File: src/rtl/pe_base_relocation_parser_unit_assert.svh
// ----------------------------------------------------------------------------
// Assertion macros for the base relocation parser
// Immediate-implication and next-cycle-implication checks with async reset.
// ----------------------------------------------------------------------------
`ifndef PE_BASE_RELOCATION_PARSER_UNIT_ASSERT_SVH
`define PE_BASE_RELOCATION_PARSER_UNIT_ASSERT_SVH

// The consequent must hold in the same cycle as the antecedent.
`define PBRP_ASSERT_NOW(label, clk, rst_n, ante, cons, msg) \
	label: assert property (@(posedge clk) disable iff (!rst_n) (ante) |-> (cons)) \
		else $error(msg);

// The consequent must hold in the cycle after the antecedent.
`define PBRP_ASSERT_NEXT(label, clk, rst_n, ante, cons, msg) \
	label: assert property (@(posedge clk) disable iff (!rst_n) (ante) |=> (cons)) \
		else $error(msg);

`endif

File: src/rtl/pbrp_pkg.sv
// ----------------------------------------------------------------------------
// pbrp_pkg
// Shared types and codes of the base relocation parser.
// ----------------------------------------------------------------------------
package pbrp_pkg;

	localparam int HW_W    = 16;
	localparam int DELTA_W = 64;
	localparam int ADDR_W  = 32;
	localparam int OFF_W   = 33;
	localparam int CNT_W   = 16;
	localparam int CFG_IDX_W = 2;

	localparam logic [1:0] KIND_FIXUP = 2'd0;
	localparam logic [1:0] KIND_DONE  = 2'd1;
	localparam logic [1:0] KIND_ERROR = 2'd2;

	localparam logic [1:0] FW_16 = 2'd0;
	localparam logic [1:0] FW_32 = 2'd1;
	localparam logic [1:0] FW_64 = 2'd2;

	localparam logic [2:0] ERR_ZERO_SIZE      = 3'd0;
	localparam logic [2:0] ERR_OVER_DIRECTORY = 3'd1;
	localparam logic [2:0] ERR_PAST_IMAGE     = 3'd2;
	localparam logic [2:0] ERR_BAD_PAGE       = 3'd3;
	localparam logic [2:0] ERR_UNKNOWN_TYPE   = 3'd4;
	localparam logic [2:0] ERR_TABLE_OVERFLOW = 3'd5;
	localparam logic [2:0] ERR_MALFORMED_SIZE = 3'd6;

	localparam logic [3:0] ETYPE_ABS     = 4'd0;
	localparam logic [3:0] ETYPE_HIGH    = 4'd1;
	localparam logic [3:0] ETYPE_LOW     = 4'd2;
	localparam logic [3:0] ETYPE_HIGHLOW = 4'd3;
	localparam logic [3:0] ETYPE_DIR64   = 4'd10;

	localparam logic [CFG_IDX_W-1:0] CFG_LOAD_DELTA     = 2'd0;
	localparam logic [CFG_IDX_W-1:0] CFG_IMAGE_SIZE     = 2'd1;
	localparam logic [CFG_IDX_W-1:0] CFG_DIRECTORY_SIZE = 2'd2;
	localparam logic [CFG_IDX_W-1:0] CFG_TABLE_OFFSET   = 2'd3;

	typedef struct packed {
		logic [DELTA_W-1:0] load_delta;
		logic [ADDR_W-1:0]  image_size;
		logic [ADDR_W-1:0]  directory_size;
		logic [ADDR_W-1:0]  table_offset;
	} cfg_t;

endpackage

File: src/rtl/pbrp_if.sv
// ----------------------------------------------------------------------------
// pbrp_in_if / pbrp_out_if
// Valid/ready channels for table halfwords and parser results.
// ----------------------------------------------------------------------------
interface pbrp_in_if;
	logic        valid;
	logic        ready;
	logic        table_start;
	logic [15:0] halfword;

	modport source (output valid, output table_start, output halfword, input ready);
	modport sink (input valid, input table_start, input halfword, output ready);
endinterface

interface pbrp_out_if;
	logic        valid;
	logic        ready;
	logic [1:0]  result_kind;
	logic [32:0] fixup_offset;
	logic [1:0]  fixup_width;
	logic [63:0] addend;
	logic [2:0]  error_code;
	logic [15:0] block_index;

	modport source (output valid, output result_kind, output fixup_offset,
		output fixup_width, output addend, output error_code, output block_index,
		input ready);
	modport sink (input valid, input result_kind, input fixup_offset,
		input fixup_width, input addend, input error_code, input block_index,
		output ready);
endinterface

File: src/rtl/pe_base_relocation_parser_unit.sv
// ----------------------------------------------------------------------------
// pe_base_relocation_parser_unit: base relocation table parser, top level
// Path: a taken item is held in the input register, and a result it causes in the result register.
// Throughput: one halfword item per cycle while the result side keeps taking.
// Reset: all registers zero, parser idle until an item that starts a table.
// ----------------------------------------------------------------------------
module pe_base_relocation_parser_unit (
	input  logic                           clk,
	input  logic                           arst_n,
	input  logic                           cfg_we,
	input  logic [pbrp_pkg::CFG_IDX_W-1:0] cfg_index,
	input  logic [pbrp_pkg::DELTA_W-1:0]   cfg_wdata,
	pbrp_in_if.sink                        item_in,
	pbrp_out_if.source                     result_out
);

	pbrp_pkg::cfg_t cfg;

	pbrp_cfg u_cfg (
		.clk       (clk),
		.arst_n    (arst_n),
		.cfg_we    (cfg_we),
		.cfg_index (cfg_index),
		.cfg_wdata (cfg_wdata),
		.cfg       (cfg)
	);

	pbrp_core u_core (
		.clk        (clk),
		.arst_n     (arst_n),
		.cfg        (cfg),
		.item_in    (item_in),
		.result_out (result_out)
	);

endmodule

File: src/rtl/pbrp_cfg.sv
// ----------------------------------------------------------------------------
// pbrp_cfg
// Configuration register file written through a plain write port.
// ----------------------------------------------------------------------------
module pbrp_cfg (
	input  logic                           clk,
	input  logic                           arst_n,
	input  logic                           cfg_we,
	input  logic [pbrp_pkg::CFG_IDX_W-1:0] cfg_index,
	input  logic [pbrp_pkg::DELTA_W-1:0]   cfg_wdata,
	output pbrp_pkg::cfg_t                 cfg
);

	pbrp_pkg::cfg_t cfg_q;

	always_ff @(posedge clk or negedge arst_n) begin
		if (!arst_n) begin
			cfg_q <= '0;
		end else if (cfg_we) begin
			case (cfg_index)
				pbrp_pkg::CFG_LOAD_DELTA: begin
					cfg_q.load_delta <= cfg_wdata;
				end
				pbrp_pkg::CFG_IMAGE_SIZE: begin
					cfg_q.image_size <= cfg_wdata[pbrp_pkg::ADDR_W-1:0];
				end
				pbrp_pkg::CFG_DIRECTORY_SIZE: begin
					cfg_q.directory_size <= cfg_wdata[pbrp_pkg::ADDR_W-1:0];
				end
				pbrp_pkg::CFG_TABLE_OFFSET: begin
					cfg_q.table_offset <= cfg_wdata[pbrp_pkg::ADDR_W-1:0];
				end
				default: begin
					cfg_q <= cfg_q;
				end
			endcase
		end
	end

	assign cfg = cfg_q;

endmodule

File: src/rtl/pbrp_core.sv
// ----------------------------------------------------------------------------
// pbrp_core
// Input register, block parser state machine and result register.
// ----------------------------------------------------------------------------
`include "pe_base_relocation_parser_unit_assert.svh"

module pbrp_core (
	input  logic           clk,
	input  logic           arst_n,
	input  pbrp_pkg::cfg_t cfg,
	pbrp_in_if.sink        item_in,
	pbrp_out_if.source     result_out
);

	typedef enum logic [2:0] {
		PH_IDLE,
		PH_HDR0,
		PH_HDR1,
		PH_HDR2,
		PH_HDR3,
		PH_ENTRY,
		PH_PEND
	} phase_t;

	logic                        valid_s1;
	logic                        start_s1;
	logic [pbrp_pkg::HW_W-1:0]   hw_s1;

	phase_t                      ph_q, ph_d;
	logic [pbrp_pkg::ADDR_W-1:0] page_q, page_d;
	logic [15:0]                 size_lo_q, size_lo_d;
	logic [pbrp_pkg::ADDR_W-1:0] left_q, left_d;
	logic [pbrp_pkg::OFF_W-1:0]  pos_q, pos_d;
	logic [pbrp_pkg::OFF_W-1:0]  bstart_q, bstart_d;
	logic [pbrp_pkg::CNT_W-1:0]  cnt_q, cnt_d;

	logic                         out_valid_q;
	logic [1:0]                   kind_q, kind_d;
	logic [pbrp_pkg::OFF_W-1:0]   off_q, off_d;
	logic [1:0]                   width_q, width_d;
	logic [pbrp_pkg::DELTA_W-1:0] addend_q, addend_d;
	logic [2:0]                   err_q, err_d;
	logic [pbrp_pkg::CNT_W-1:0]   index_q, index_d;
	logic                         emit_d;

	logic                         advance;
	logic                         proc;
	logic [pbrp_pkg::OFF_W-1:0]   table_last;
	logic [pbrp_pkg::OFF_W-1:0]   table_end;
	logic                         base_ok;
	logic                         last_ok;
	logic                         start_stop;
	logic                         start_err;
	logic [pbrp_pkg::CNT_W-1:0]   cnt_inc;

	assign advance       = !out_valid_q || result_out.ready;
	assign proc          = valid_s1 && advance;
	assign item_in.ready = !valid_s1 || advance;

	assign table_last = {1'b0, cfg.table_offset} + {1'b0, cfg.directory_size} - 33'd1;
	assign table_end  = {1'b0, cfg.table_offset} + {1'b0, cfg.directory_size};
	assign base_ok    = cfg.table_offset < cfg.image_size;
	assign last_ok    = table_last < {1'b0, cfg.image_size};
	assign start_err  = (cfg.directory_size != '0) && (base_ok != last_ok);
	assign start_stop = (cfg.directory_size == '0) || !base_ok || !last_ok ||
		(cfg.load_delta == '0) || (cfg.directory_size == 32'd1);
	assign cnt_inc    = (cnt_q == '1) ? cnt_q : cnt_q + 16'd1;

	always_ff @(posedge clk or negedge arst_n) begin
		if (!arst_n) begin
			valid_s1 <= 1'b0;
			start_s1 <= 1'b0;
			hw_s1    <= '0;
		end else if (item_in.ready) begin
			valid_s1 <= item_in.valid;
			if (item_in.valid) begin
				start_s1 <= item_in.table_start;
				hw_s1    <= item_in.halfword;
			end
		end
	end

	always_comb begin
		phase_t                      eff_ph;
		logic [pbrp_pkg::OFF_W-1:0]  eff_pos;
		logic [pbrp_pkg::OFF_W-1:0]  pos_adv;
		logic [pbrp_pkg::ADDR_W-1:0] size;
		logic                        blk_end;
		logic                        consumed;

		ph_d      = ph_q;
		page_d    = page_q;
		size_lo_d = size_lo_q;
		left_d    = left_q;
		pos_d     = pos_q;
		bstart_d  = bstart_q;
		cnt_d     = cnt_q;
		emit_d    = 1'b0;
		kind_d    = pbrp_pkg::KIND_FIXUP;
		off_d     = '0;
		width_d   = pbrp_pkg::FW_16;
		addend_d  = '0;
		err_d     = pbrp_pkg::ERR_ZERO_SIZE;
		index_d   = cnt_q;
		eff_ph    = ph_q;
		eff_pos   = pos_q;
		blk_end   = 1'b0;
		size      = {hw_s1, size_lo_q};

		if (start_s1) begin
			cnt_d     = '0;
			index_d   = '0;
			page_d    = '0;
			size_lo_d = '0;
			left_d    = '0;
			eff_ph    = PH_HDR0;
			eff_pos   = {1'b0, cfg.table_offset};
			pos_d     = eff_pos;
		end
		pos_adv  = eff_pos + 33'd2;
		consumed = (cfg.directory_size == '0) ||
			({1'b0, eff_pos} + 34'd3 >= {1'b0, table_end});

		if (start_s1 && start_stop) begin
			ph_d   = PH_IDLE;
			emit_d = 1'b1;
			kind_d = start_err ? pbrp_pkg::KIND_ERROR : pbrp_pkg::KIND_DONE;
			err_d  = start_err ? pbrp_pkg::ERR_TABLE_OVERFLOW : pbrp_pkg::ERR_ZERO_SIZE;
		end else begin
			case (eff_ph)
				PH_HDR0: begin
					page_d   = {16'h0000, hw_s1};
					bstart_d = eff_pos;
					pos_d    = pos_adv;
					ph_d     = PH_HDR1;
				end
				PH_HDR1: begin
					page_d = {hw_s1, page_q[15:0]};
					pos_d  = pos_adv;
					ph_d   = PH_HDR2;
				end
				PH_HDR2: begin
					size_lo_d = hw_s1;
					pos_d     = pos_adv;
					ph_d      = PH_HDR3;
				end
				PH_HDR3: begin
					pos_d = pos_adv;
					if (size == '0) begin
						emit_d = 1'b1;
						err_d  = pbrp_pkg::ERR_ZERO_SIZE;
					end else if (size > cfg.directory_size) begin
						emit_d = 1'b1;
						err_d  = pbrp_pkg::ERR_OVER_DIRECTORY;
					end else if ((size < 32'd8) || size[0]) begin
						emit_d = 1'b1;
						err_d  = pbrp_pkg::ERR_MALFORMED_SIZE;
					end else if ({1'b0, bstart_q} + {2'b00, size} >
						{2'b00, cfg.image_size}) begin
						emit_d = 1'b1;
						err_d  = pbrp_pkg::ERR_PAST_IMAGE;
					end else if (page_q >= cfg.image_size) begin
						emit_d = 1'b1;
						err_d  = pbrp_pkg::ERR_BAD_PAGE;
					end else begin
						left_d = size - 32'd8;
						if (size == 32'd8) begin
							blk_end = 1'b1;
						end else begin
							ph_d = PH_ENTRY;
						end
					end
					if (emit_d) begin
						kind_d = pbrp_pkg::KIND_ERROR;
						ph_d   = PH_IDLE;
					end
				end
				PH_ENTRY: begin
					pos_d  = pos_adv;
					left_d = (left_q >= 32'd2) ? left_q - 32'd2 : '0;
					off_d  = {1'b0, page_q} + {21'd0, hw_s1[11:0]};
					case (hw_s1[15:12])
						pbrp_pkg::ETYPE_ABS: begin
							off_d = '0;
						end
						pbrp_pkg::ETYPE_HIGH: begin
							emit_d   = 1'b1;
							width_d  = pbrp_pkg::FW_16;
							addend_d = {48'd0, cfg.load_delta[31:16]};
						end
						pbrp_pkg::ETYPE_LOW: begin
							emit_d   = 1'b1;
							width_d  = pbrp_pkg::FW_16;
							addend_d = {48'd0, cfg.load_delta[15:0]};
						end
						pbrp_pkg::ETYPE_HIGHLOW: begin
							emit_d   = 1'b1;
							width_d  = pbrp_pkg::FW_32;
							addend_d = {32'd0, cfg.load_delta[31:0]};
						end
						pbrp_pkg::ETYPE_DIR64: begin
							emit_d   = 1'b1;
							width_d  = pbrp_pkg::FW_64;
							addend_d = cfg.load_delta;
						end
						default: begin
							emit_d = 1'b1;
							kind_d = pbrp_pkg::KIND_ERROR;
							err_d  = pbrp_pkg::ERR_UNKNOWN_TYPE;
							off_d  = '0;
							ph_d   = PH_IDLE;
						end
					endcase
					if ((kind_d != pbrp_pkg::KIND_ERROR) && (left_d == '0)) begin
						blk_end = 1'b1;
					end
				end
				PH_PEND: begin
					emit_d = 1'b1;
					kind_d = pbrp_pkg::KIND_DONE;
					ph_d   = PH_IDLE;
				end
				default: begin
					ph_d = PH_IDLE;
				end
			endcase
		end

		if (blk_end) begin
			cnt_d = cnt_inc;
			if (!consumed) begin
				ph_d = PH_HDR0;
			end else if (emit_d) begin
				ph_d = PH_PEND;
			end else begin
				emit_d  = 1'b1;
				kind_d  = pbrp_pkg::KIND_DONE;
				index_d = cnt_inc;
				ph_d    = PH_IDLE;
			end
		end
	end

	always_ff @(posedge clk or negedge arst_n) begin
		if (!arst_n) begin
			ph_q        <= PH_IDLE;
			page_q      <= '0;
			size_lo_q   <= '0;
			left_q      <= '0;
			pos_q       <= '0;
			bstart_q    <= '0;
			cnt_q       <= '0;
			out_valid_q <= 1'b0;
			kind_q      <= pbrp_pkg::KIND_FIXUP;
			off_q       <= '0;
			width_q     <= pbrp_pkg::FW_16;
			addend_q    <= '0;
			err_q       <= pbrp_pkg::ERR_ZERO_SIZE;
			index_q     <= '0;
		end else begin
			if (proc) begin
				ph_q      <= ph_d;
				page_q    <= page_d;
				size_lo_q <= size_lo_d;
				left_q    <= left_d;
				pos_q     <= pos_d;
				bstart_q  <= bstart_d;
				cnt_q     <= cnt_d;
			end
			if (advance) begin
				out_valid_q <= proc && emit_d;
				if (proc && emit_d) begin
					kind_q   <= kind_d;
					off_q    <= off_d;
					width_q  <= width_d;
					addend_q <= addend_d;
					err_q    <= err_d;
					index_q  <= index_d;
				end
			end
		end
	end

	assign result_out.valid        = out_valid_q;
	assign result_out.result_kind  = kind_q;
	assign result_out.fixup_offset = off_q;
	assign result_out.fixup_width  = width_q;
	assign result_out.addend       = addend_q;
	assign result_out.error_code   = err_q;
	assign result_out.block_index  = index_q;

	`PBRP_ASSERT_NOW(a_err_code_only_on_error, clk, arst_n,
		out_valid_q && (kind_q != pbrp_pkg::KIND_ERROR),
		err_q == pbrp_pkg::ERR_ZERO_SIZE, "error code set on a non-error item")
	`PBRP_ASSERT_NOW(a_end_payload_zero, clk, arst_n,
		out_valid_q && (kind_q != pbrp_pkg::KIND_FIXUP),
		(off_q == '0) && (width_q == pbrp_pkg::FW_16) && (addend_q == '0),
		"done or error item carries fixup payload")
	`PBRP_ASSERT_NEXT(a_end_goes_idle, clk, arst_n,
		proc && emit_d && (kind_d != pbrp_pkg::KIND_FIXUP),
		ph_q == PH_IDLE, "parser not idle after ending a run")
	`PBRP_ASSERT_NOW(a_narrow_addend, clk, arst_n,
		out_valid_q && (kind_q == pbrp_pkg::KIND_FIXUP) && (width_q == pbrp_pkg::FW_16),
		addend_q[63:16] == '0, "sixteen-bit fixup with wide addend")

endmodule

File: src/flat_wrapper.sv
// flat-port wrapper written by rule: the top's interface ports become plain ports
module pe_base_relocation_parser_unit_flat 
  (clk, arst_n, cfg_we, cfg_index, cfg_wdata, item_in_valid, item_in_table_start, item_in_halfword, item_in_ready, result_out_valid, result_out_result_kind, result_out_fixup_offset, result_out_fixup_width, result_out_addend, result_out_error_code, result_out_block_index, result_out_ready);
  pbrp_in_if item_in_i ();
  pbrp_out_if result_out_i ();
  input  logic clk;
  input  logic arst_n;
  input  logic cfg_we;
  input  logic [pbrp_pkg::CFG_IDX_W-1:0] cfg_index;
  input  logic [pbrp_pkg::DELTA_W-1:0] cfg_wdata;
  input wire logic [$bits(item_in_i.valid)-1:0] item_in_valid;
  input wire logic [$bits(item_in_i.table_start)-1:0] item_in_table_start;
  input wire logic [$bits(item_in_i.halfword)-1:0] item_in_halfword;
  output wire logic [$bits(item_in_i.ready)-1:0] item_in_ready;
  output wire logic [$bits(result_out_i.valid)-1:0] result_out_valid;
  output wire logic [$bits(result_out_i.result_kind)-1:0] result_out_result_kind;
  output wire logic [$bits(result_out_i.fixup_offset)-1:0] result_out_fixup_offset;
  output wire logic [$bits(result_out_i.fixup_width)-1:0] result_out_fixup_width;
  output wire logic [$bits(result_out_i.addend)-1:0] result_out_addend;
  output wire logic [$bits(result_out_i.error_code)-1:0] result_out_error_code;
  output wire logic [$bits(result_out_i.block_index)-1:0] result_out_block_index;
  input wire logic [$bits(result_out_i.ready)-1:0] result_out_ready;
  assign item_in_i.valid = item_in_valid;
  assign item_in_i.table_start = item_in_table_start;
  assign item_in_i.halfword = item_in_halfword;
  assign item_in_ready = item_in_i.ready;
  assign result_out_valid = result_out_i.valid;
  assign result_out_result_kind = result_out_i.result_kind;
  assign result_out_fixup_offset = result_out_i.fixup_offset;
  assign result_out_fixup_width = result_out_i.fixup_width;
  assign result_out_addend = result_out_i.addend;
  assign result_out_error_code = result_out_i.error_code;
  assign result_out_block_index = result_out_i.block_index;
  assign result_out_i.ready = result_out_ready;
  pe_base_relocation_parser_unit u_core (.clk(clk), .arst_n(arst_n), .cfg_we(cfg_we), .cfg_index(cfg_index), .cfg_wdata(cfg_wdata), .item_in(item_in_i), .result_out(result_out_i));
endmodule
File: config.mk
export PLATFORM = sky130hd
export DESIGN_NAME = pe_base_relocation_parser_unit_flat
export DESIGN_NICKNAME = d
export VERILOG_FILES = /design/src/rtl/pbrp_pkg.sv /design/src/rtl/pbrp_if.sv /design/src/rtl/pe_base_relocation_parser_unit.sv /design/src/rtl/pbrp_cfg.sv /design/src/rtl/pbrp_core.sv /design/src/flat_wrapper.sv
export VERILOG_INCLUDE_DIRS = /design/src /design/src/rtl
export SDC_FILE = /design/constraint.sdc
export NUM_CORES = 1
export LEC_CHECK = 0
export BUFFER_PORTS_ARGS = -buffer_cell sky130_fd_sc_hd__buf_4
export CAP_MARGIN = 20
export CELL_PAD_IN_SITES_DETAIL_PLACEMENT = 0
export CELL_PAD_IN_SITES_GLOBAL_PLACEMENT = 1
export CORE_ASPECT_RATIO = 0.8
export CORE_MARGIN = 4
export CORE_UTILIZATION = 25
export CTS_CLUSTER_SIZE = 28
export DETAILED_ROUTE_END_ITERATION = 10
export PLACE_DENSITY = 0.48
export SYNTH_ARGS = -nofsm -noshare
export SYNTH_HDL_FRONTEND = slang
export SYNTH_SLANG_ARGS = --single-unit
File: constraint.sdc
create_clock -name clk -period 12.33 [get_ports clk]
set_input_delay 2.466 -clock clk [delete_from_list [all_inputs] [get_ports clk]]
set_output_delay 2.466 -clock clk [all_outputs]
set_load 0.03 [all_outputs]
==> results_tabular.tex <==
\begin{tabular}{lr}
\hline
Metric & Value \\
\hline
\multicolumn{2}{l}{\textbf{Setup path}} \\
Max incr delay on CP & 770 ps \\
Arrival time at the worst endpoint & 9870 ps \\
Cell class contributing the biggest share of worst-path delay & compound AO/OA/AOI/OAI gates \\
Cell type of the slowest stage on the worst timing path & o31ai\_1 \\
Type of the worst setup path & reg2reg \\
Critical-path cell list & ha\_1 -> nand2\_1 -> o31ai\_1 -> a21oi\_1 -> o211ai\_1 -> xnor2\_1 -> nand4\_1 -> or4\_1 -> or4\_1 -> nor4\_1 -> xnor2\_1 -> ha\_1 -> a2111oi\_0 -> nand4\_1 -> a221oi\_1 -> a21oi\_1 -> or3\_1 -> o31ai\_4 -> o21ai\_2 -> o21ai\_4 -> buf\_12 -> mux2\_1 \\
Maximum fanout count along the critical path & 199 \\
Critical path endpoint category & flip-flop \\
Count of buffer and inverter cells on the critical path & 1 \\
Data required time at the worst endpoint & 12880 ps \\
Crit start category & flip-flop \\
\multicolumn{2}{l}{\textbf{Detailed routing}} \\
First DRT Iteration DRCs & 2507 \\
Vias per inst & 5.19 \\
Detailed-route wire length & 151 mm \\
DRC errors left & 0 \\
Length of the first detailed-routing pass in iterations & 5 \\
Remaining antenna violation count after routing & 0 \\
Post-detailed-route wirelength per cell & 26.9 um \\
Via count & 29199 \\
\multicolumn{2}{l}{\textbf{Synth}} \\
Avg Inst Size Synth & 8.93 um\^{}2 \\
Largest family of logic cells by synthesized area & compound AO/OA/AOI/OAI gates \\
Basic-gate share of the synthesized area counting and, or, nand and nor cells & 18.4\% \\
Cell Area, Synth & 32600 um\^{}2 \\
Fraction of the mapped netlist area in adder cells & 10.5\% \\
Unique cell type count in the Yosys netlist & 99 \\
Number of flops mapped to enable cells by yosys & 0 \\
Syn Inst Count & 3651 \\
Compound-Gate Fraction of Synth Area & 19.1\% \\
Top\_reg\_cell synth & dfrtp\_1 \\
Fraction of registers with async set or reset after synthesis & 100\% \\
Sequential share of the synthesized area & 35.6\% \\
Count of warnings emitted by yosys & 0 \\
XOR/XNOR share of the synthesized area & 5.26\% \\
Synthesis-stage register bit count & 464 \\
Multiplexer fraction of the synthesized cell area & 7.27\% \\
Total nets after synthesis & 4009 \\
\multicolumn{2}{l}{\textbf{Global routing}} \\
Initial antenna violation count & 13 \\
Wire length of the first global-routing pass & 215 mm \\
Total routing usage reported by global routing & 21.7\% \\
Number of global-route vias before repair & 28361 \\
Maximum number of pins on one net before global-route repair & 200 \\
Final global-route overflow total & 0 \\
\multicolumn{2}{l}{\textbf{Floorplanning}} \\
Initial Util & 25.2\% \\
Core footprint & 129000 um\^{}2 \\
Overall die area & 136000 um\^{}2 \\
Count of standard-cell rows & 118 \\
Io pins & 210 \\
Die extent in x & 412 um \\
Height of the chip & 331 um \\
\multicolumn{2}{l}{\textbf{Final layout}} \\
Leading cell type in the layout, fill and taps excluded & dfrtp\_1 \\
Fill cell count & 13909 \\
Seq. cell area & 11600 um\^{}2 \\
Most frequent cells in the layout & dfrtp\_1, nand2\_1, buf\_4 \\
Syn-to-layout area delta & 17.6\% \\
Post-layout utilization of the core & 29.6\% \\
NumNets Final & 4187 \\
Combined area of the multi-input logic cells & 19800 um\^{}2 \\
Post-route cell area & 38400 um\^{}2 \\
Fraction of final layout cells with drive strength greater than 1 & 15.9\% \\
\multicolumn{2}{l}{\textbf{CTS}} \\
Longest Clk Path Bufs & 3 \\
Number of gates resized after CTS & 0 \\
Cell at the root of the clock tree & clkbuf\_16 \\
Total setup buffers inserted after CTS & 0 \\
Num CTS Buffers & 58 \\
Clock latency of the later-clocked register in the worst-skew pair & 710 ps \\
Clock Sink Count & 464 \\
\# hold bufs at CTS & 0 \\
Clock tree from TritonCTS & done \\
Number of levels in the clock H-tree & 2 \\
Register clock-pin slew on the reported worst setup and hold paths & 60 ps \\
\multicolumn{2}{l}{\textbf{STA}} \\
Final setup vio count & 0 \\
Period utilisation layout & 75.6\% \\
Highest clock frequency the design can meet & 107 MHz \\
Max Clock Skew & 81.8 ps \\
Unrepaired setup endpoints after global routing & no \\
Fin crit period & 9320 ps \\
Final count of hold timing violations & 0 \\
Max-slew violation count & 0 \\
Worst relative slew slack & 19.6\% \\
Slew @ Worst Pin & 1180 ps \\
Setup TNS after final layout & 0 ps \\
\multicolumn{2}{l}{\textbf{Flow run}} \\
Maxcap violations & 0 \\
\multicolumn{2}{l}{\textbf{Place}} \\
Detail Placement HPWL & 117 mm \\
\# port buffers & 209 \\
Final Wtd Congestion & 0.888 \\
Placed Instance Area & 36300 um\^{}2 \\
\multicolumn{2}{l}{\textbf{Power}} \\
IR Drop Worst-Case VDD & 0.125 mV \\
Cell area power density & 248 nW/um\^{}2 \\
Static leakage & 16.5 nW \\
\multicolumn{2}{l}{\textbf{Hold path}} \\
Class of the tightest hold or removal check & reg2reg \\
\multicolumn{2}{l}{\textbf{Status}} \\
Result of the run & completed \\
\hline
\end{tabular}
==> cells in the mapped netlist (9+ instances only) <==
master	count	area [um^2]
buf_2	20	100
xor2_1	77	674
nand3_1	102	510
buf_1	14	52.6
nor3b_1	14	105
inv_1	142	533
a2111oi_0	14	123
and3_1	25	156
a31oi_1	22	138
o21bai_1	16	120
ha_1	267	3340
o22ai_1	13	81.3
nand3b_1	29	218
or4_1	19	143
mux2i_1	25	250
o211ai_1	20	150
nor4_1	63	394
nor3_1	77	385
xnor2_1	112	981
nor2_1	204	766
a22o_1	44	385
or3_1	36	225
o21ai_1	25	125
buf_4	9	67.6
a22oi_1	39	293
nand2b_1	31	194
mux2_2	186	2090
o21ai_0	248	1240
nand2_1	454	1700
and4_1	12	105
o21a_1	24	180
clkbuf_1	127	477
a21oi_1	221	1110
dfrtp_1	464	11600
nor2b_1	33	206
o31ai_1	61	458
nand4_1	72	450
a21o_1	65	488
a211oi_1	38	285
and2_1	32	200
==> power breakdown <==
group	internal, mW	switching [mW]
clock	1.02	0.799
combinational	1.88	3.48
sequential	1.86	0.495
==> area by class of cell <==
cell class | count | share of cell area, %
antenna | 10 | 0.0652
clock buffer | 79 | 4.25
clock inverter | 29 | 0.917
inverter | 142 | 1.39
multi-input combinational | 2872 | 51.7
sequential | 464 | 30.3
tap | 1740 | 5.68
timing repair buffer | 291 | 5.76
==> sequential cells by signal (all words and copies together) (netlist names), 2 cells and up <==
name and flops:
u_core.u_core.hw_s1 16, u_core.u_core.result_out.fixup_offset 33, u_core.u_core.result_out.error_code 3, u_core.u_core.page_q 32, u_core.u_core.pos_q 33, u_core.u_core.bstart_q 33
u_core.u_core.ph_q 3, u_core.u_core.result_out.addend 64, u_core.u_core.left_q 32, u_core.u_core.result_out.fixup_width 2, u_core.u_core.cnt_q 16, u_core.u_core.result_out.block_index 16
u_core.u_core.result_out.result_kind 2, u_core.u_cfg.cfg 160, u_core.u_core.size_lo_q 16
==> routing by layer <==
metal | vias up | part of all wire (%) | GRT usage (%) | wire [um]
met3 | 129 | 6.9 | 4.67 | 10500
li1 | 13777 | - | - | -
met4 | 0 | 2.1 | 4.64 | 3110
met5 | - | 0 | 0 | 0
met1 | 14469 | 50 | 33.1 | 75800
met2 | 824 | 41 | 30.9 | 61900
==> metrics by stage <==
stage	setup WS [ps]	hold WS [ps]	power (mW)	std cells
finish	3010	474	9.52	5627
global route	2620	500	10.2	5618
CTS	3180	479	9.51	5613
detailed placement	3230	467	7.64	5505
global placement	3480	462	7.69	5504
floorplan	5510	442	5.70	3651
==> final timing paths <==
kind	start	end	slack (ps)	cells after the start
max in group asynchronous	arst_n	u_core.u_core.result_out.addend[46]$_DFFE_PN0P_	8310	3
min reg2reg	u_core.u_core.result_out.fixup_offset[28]$_DFFE_PN0P_	u_core.u_core.result_out.fixup_offset[28]$_DFFE_PN0P_	470	2
min in group asynchronous	arst_n	u_core.u_core.page_q[6]$_DFFE_PN0P_	1860	1
min	u_core.u_core.result_out.fixup_offset[28]$_DFFE_PN0P_	u_core.u_core.result_out.fixup_offset[28]$_DFFE_PN0P_	470	2
max reg2reg	u_core.u_cfg.cfg[4]$_DFFE_PN0P_	u_core.u_core.result_out.fixup_width[1]$_DFFE_PN0P_	3010	22
max	u_core.u_cfg.cfg[4]$_DFFE_PN0P_	u_core.u_core.result_out.fixup_width[1]$_DFFE_PN0P_	3010	22
==> worst reg2reg max path, delay by kind of cell (launching register included) <==
family | cells | cell delay, ps
DFF | 1 | 470
buffers and inverters | 1 | 580
adders and majority gates | 2 | 680
AOI/OAI and AO/OA | 9 | 3760
muxes | 1 | 540
xor gates and xnor gates | 2 | 440
and+or+nand+nor | 7 | 2700
==> kinds of logic (layout without fill, tap and decap cells) <==
family,count (synthesis),count (layout)
AOI/OAI and AO/OA,965,965
and+or+nand+nor,1231,1231
other,0,10
adders and majority gates,271,271
DFF,464,464
muxes,213,213
buffers and inverters,315,541
xor gates and xnor gates,192,192
Note: power is estimated with default switching activity, not from simulation.
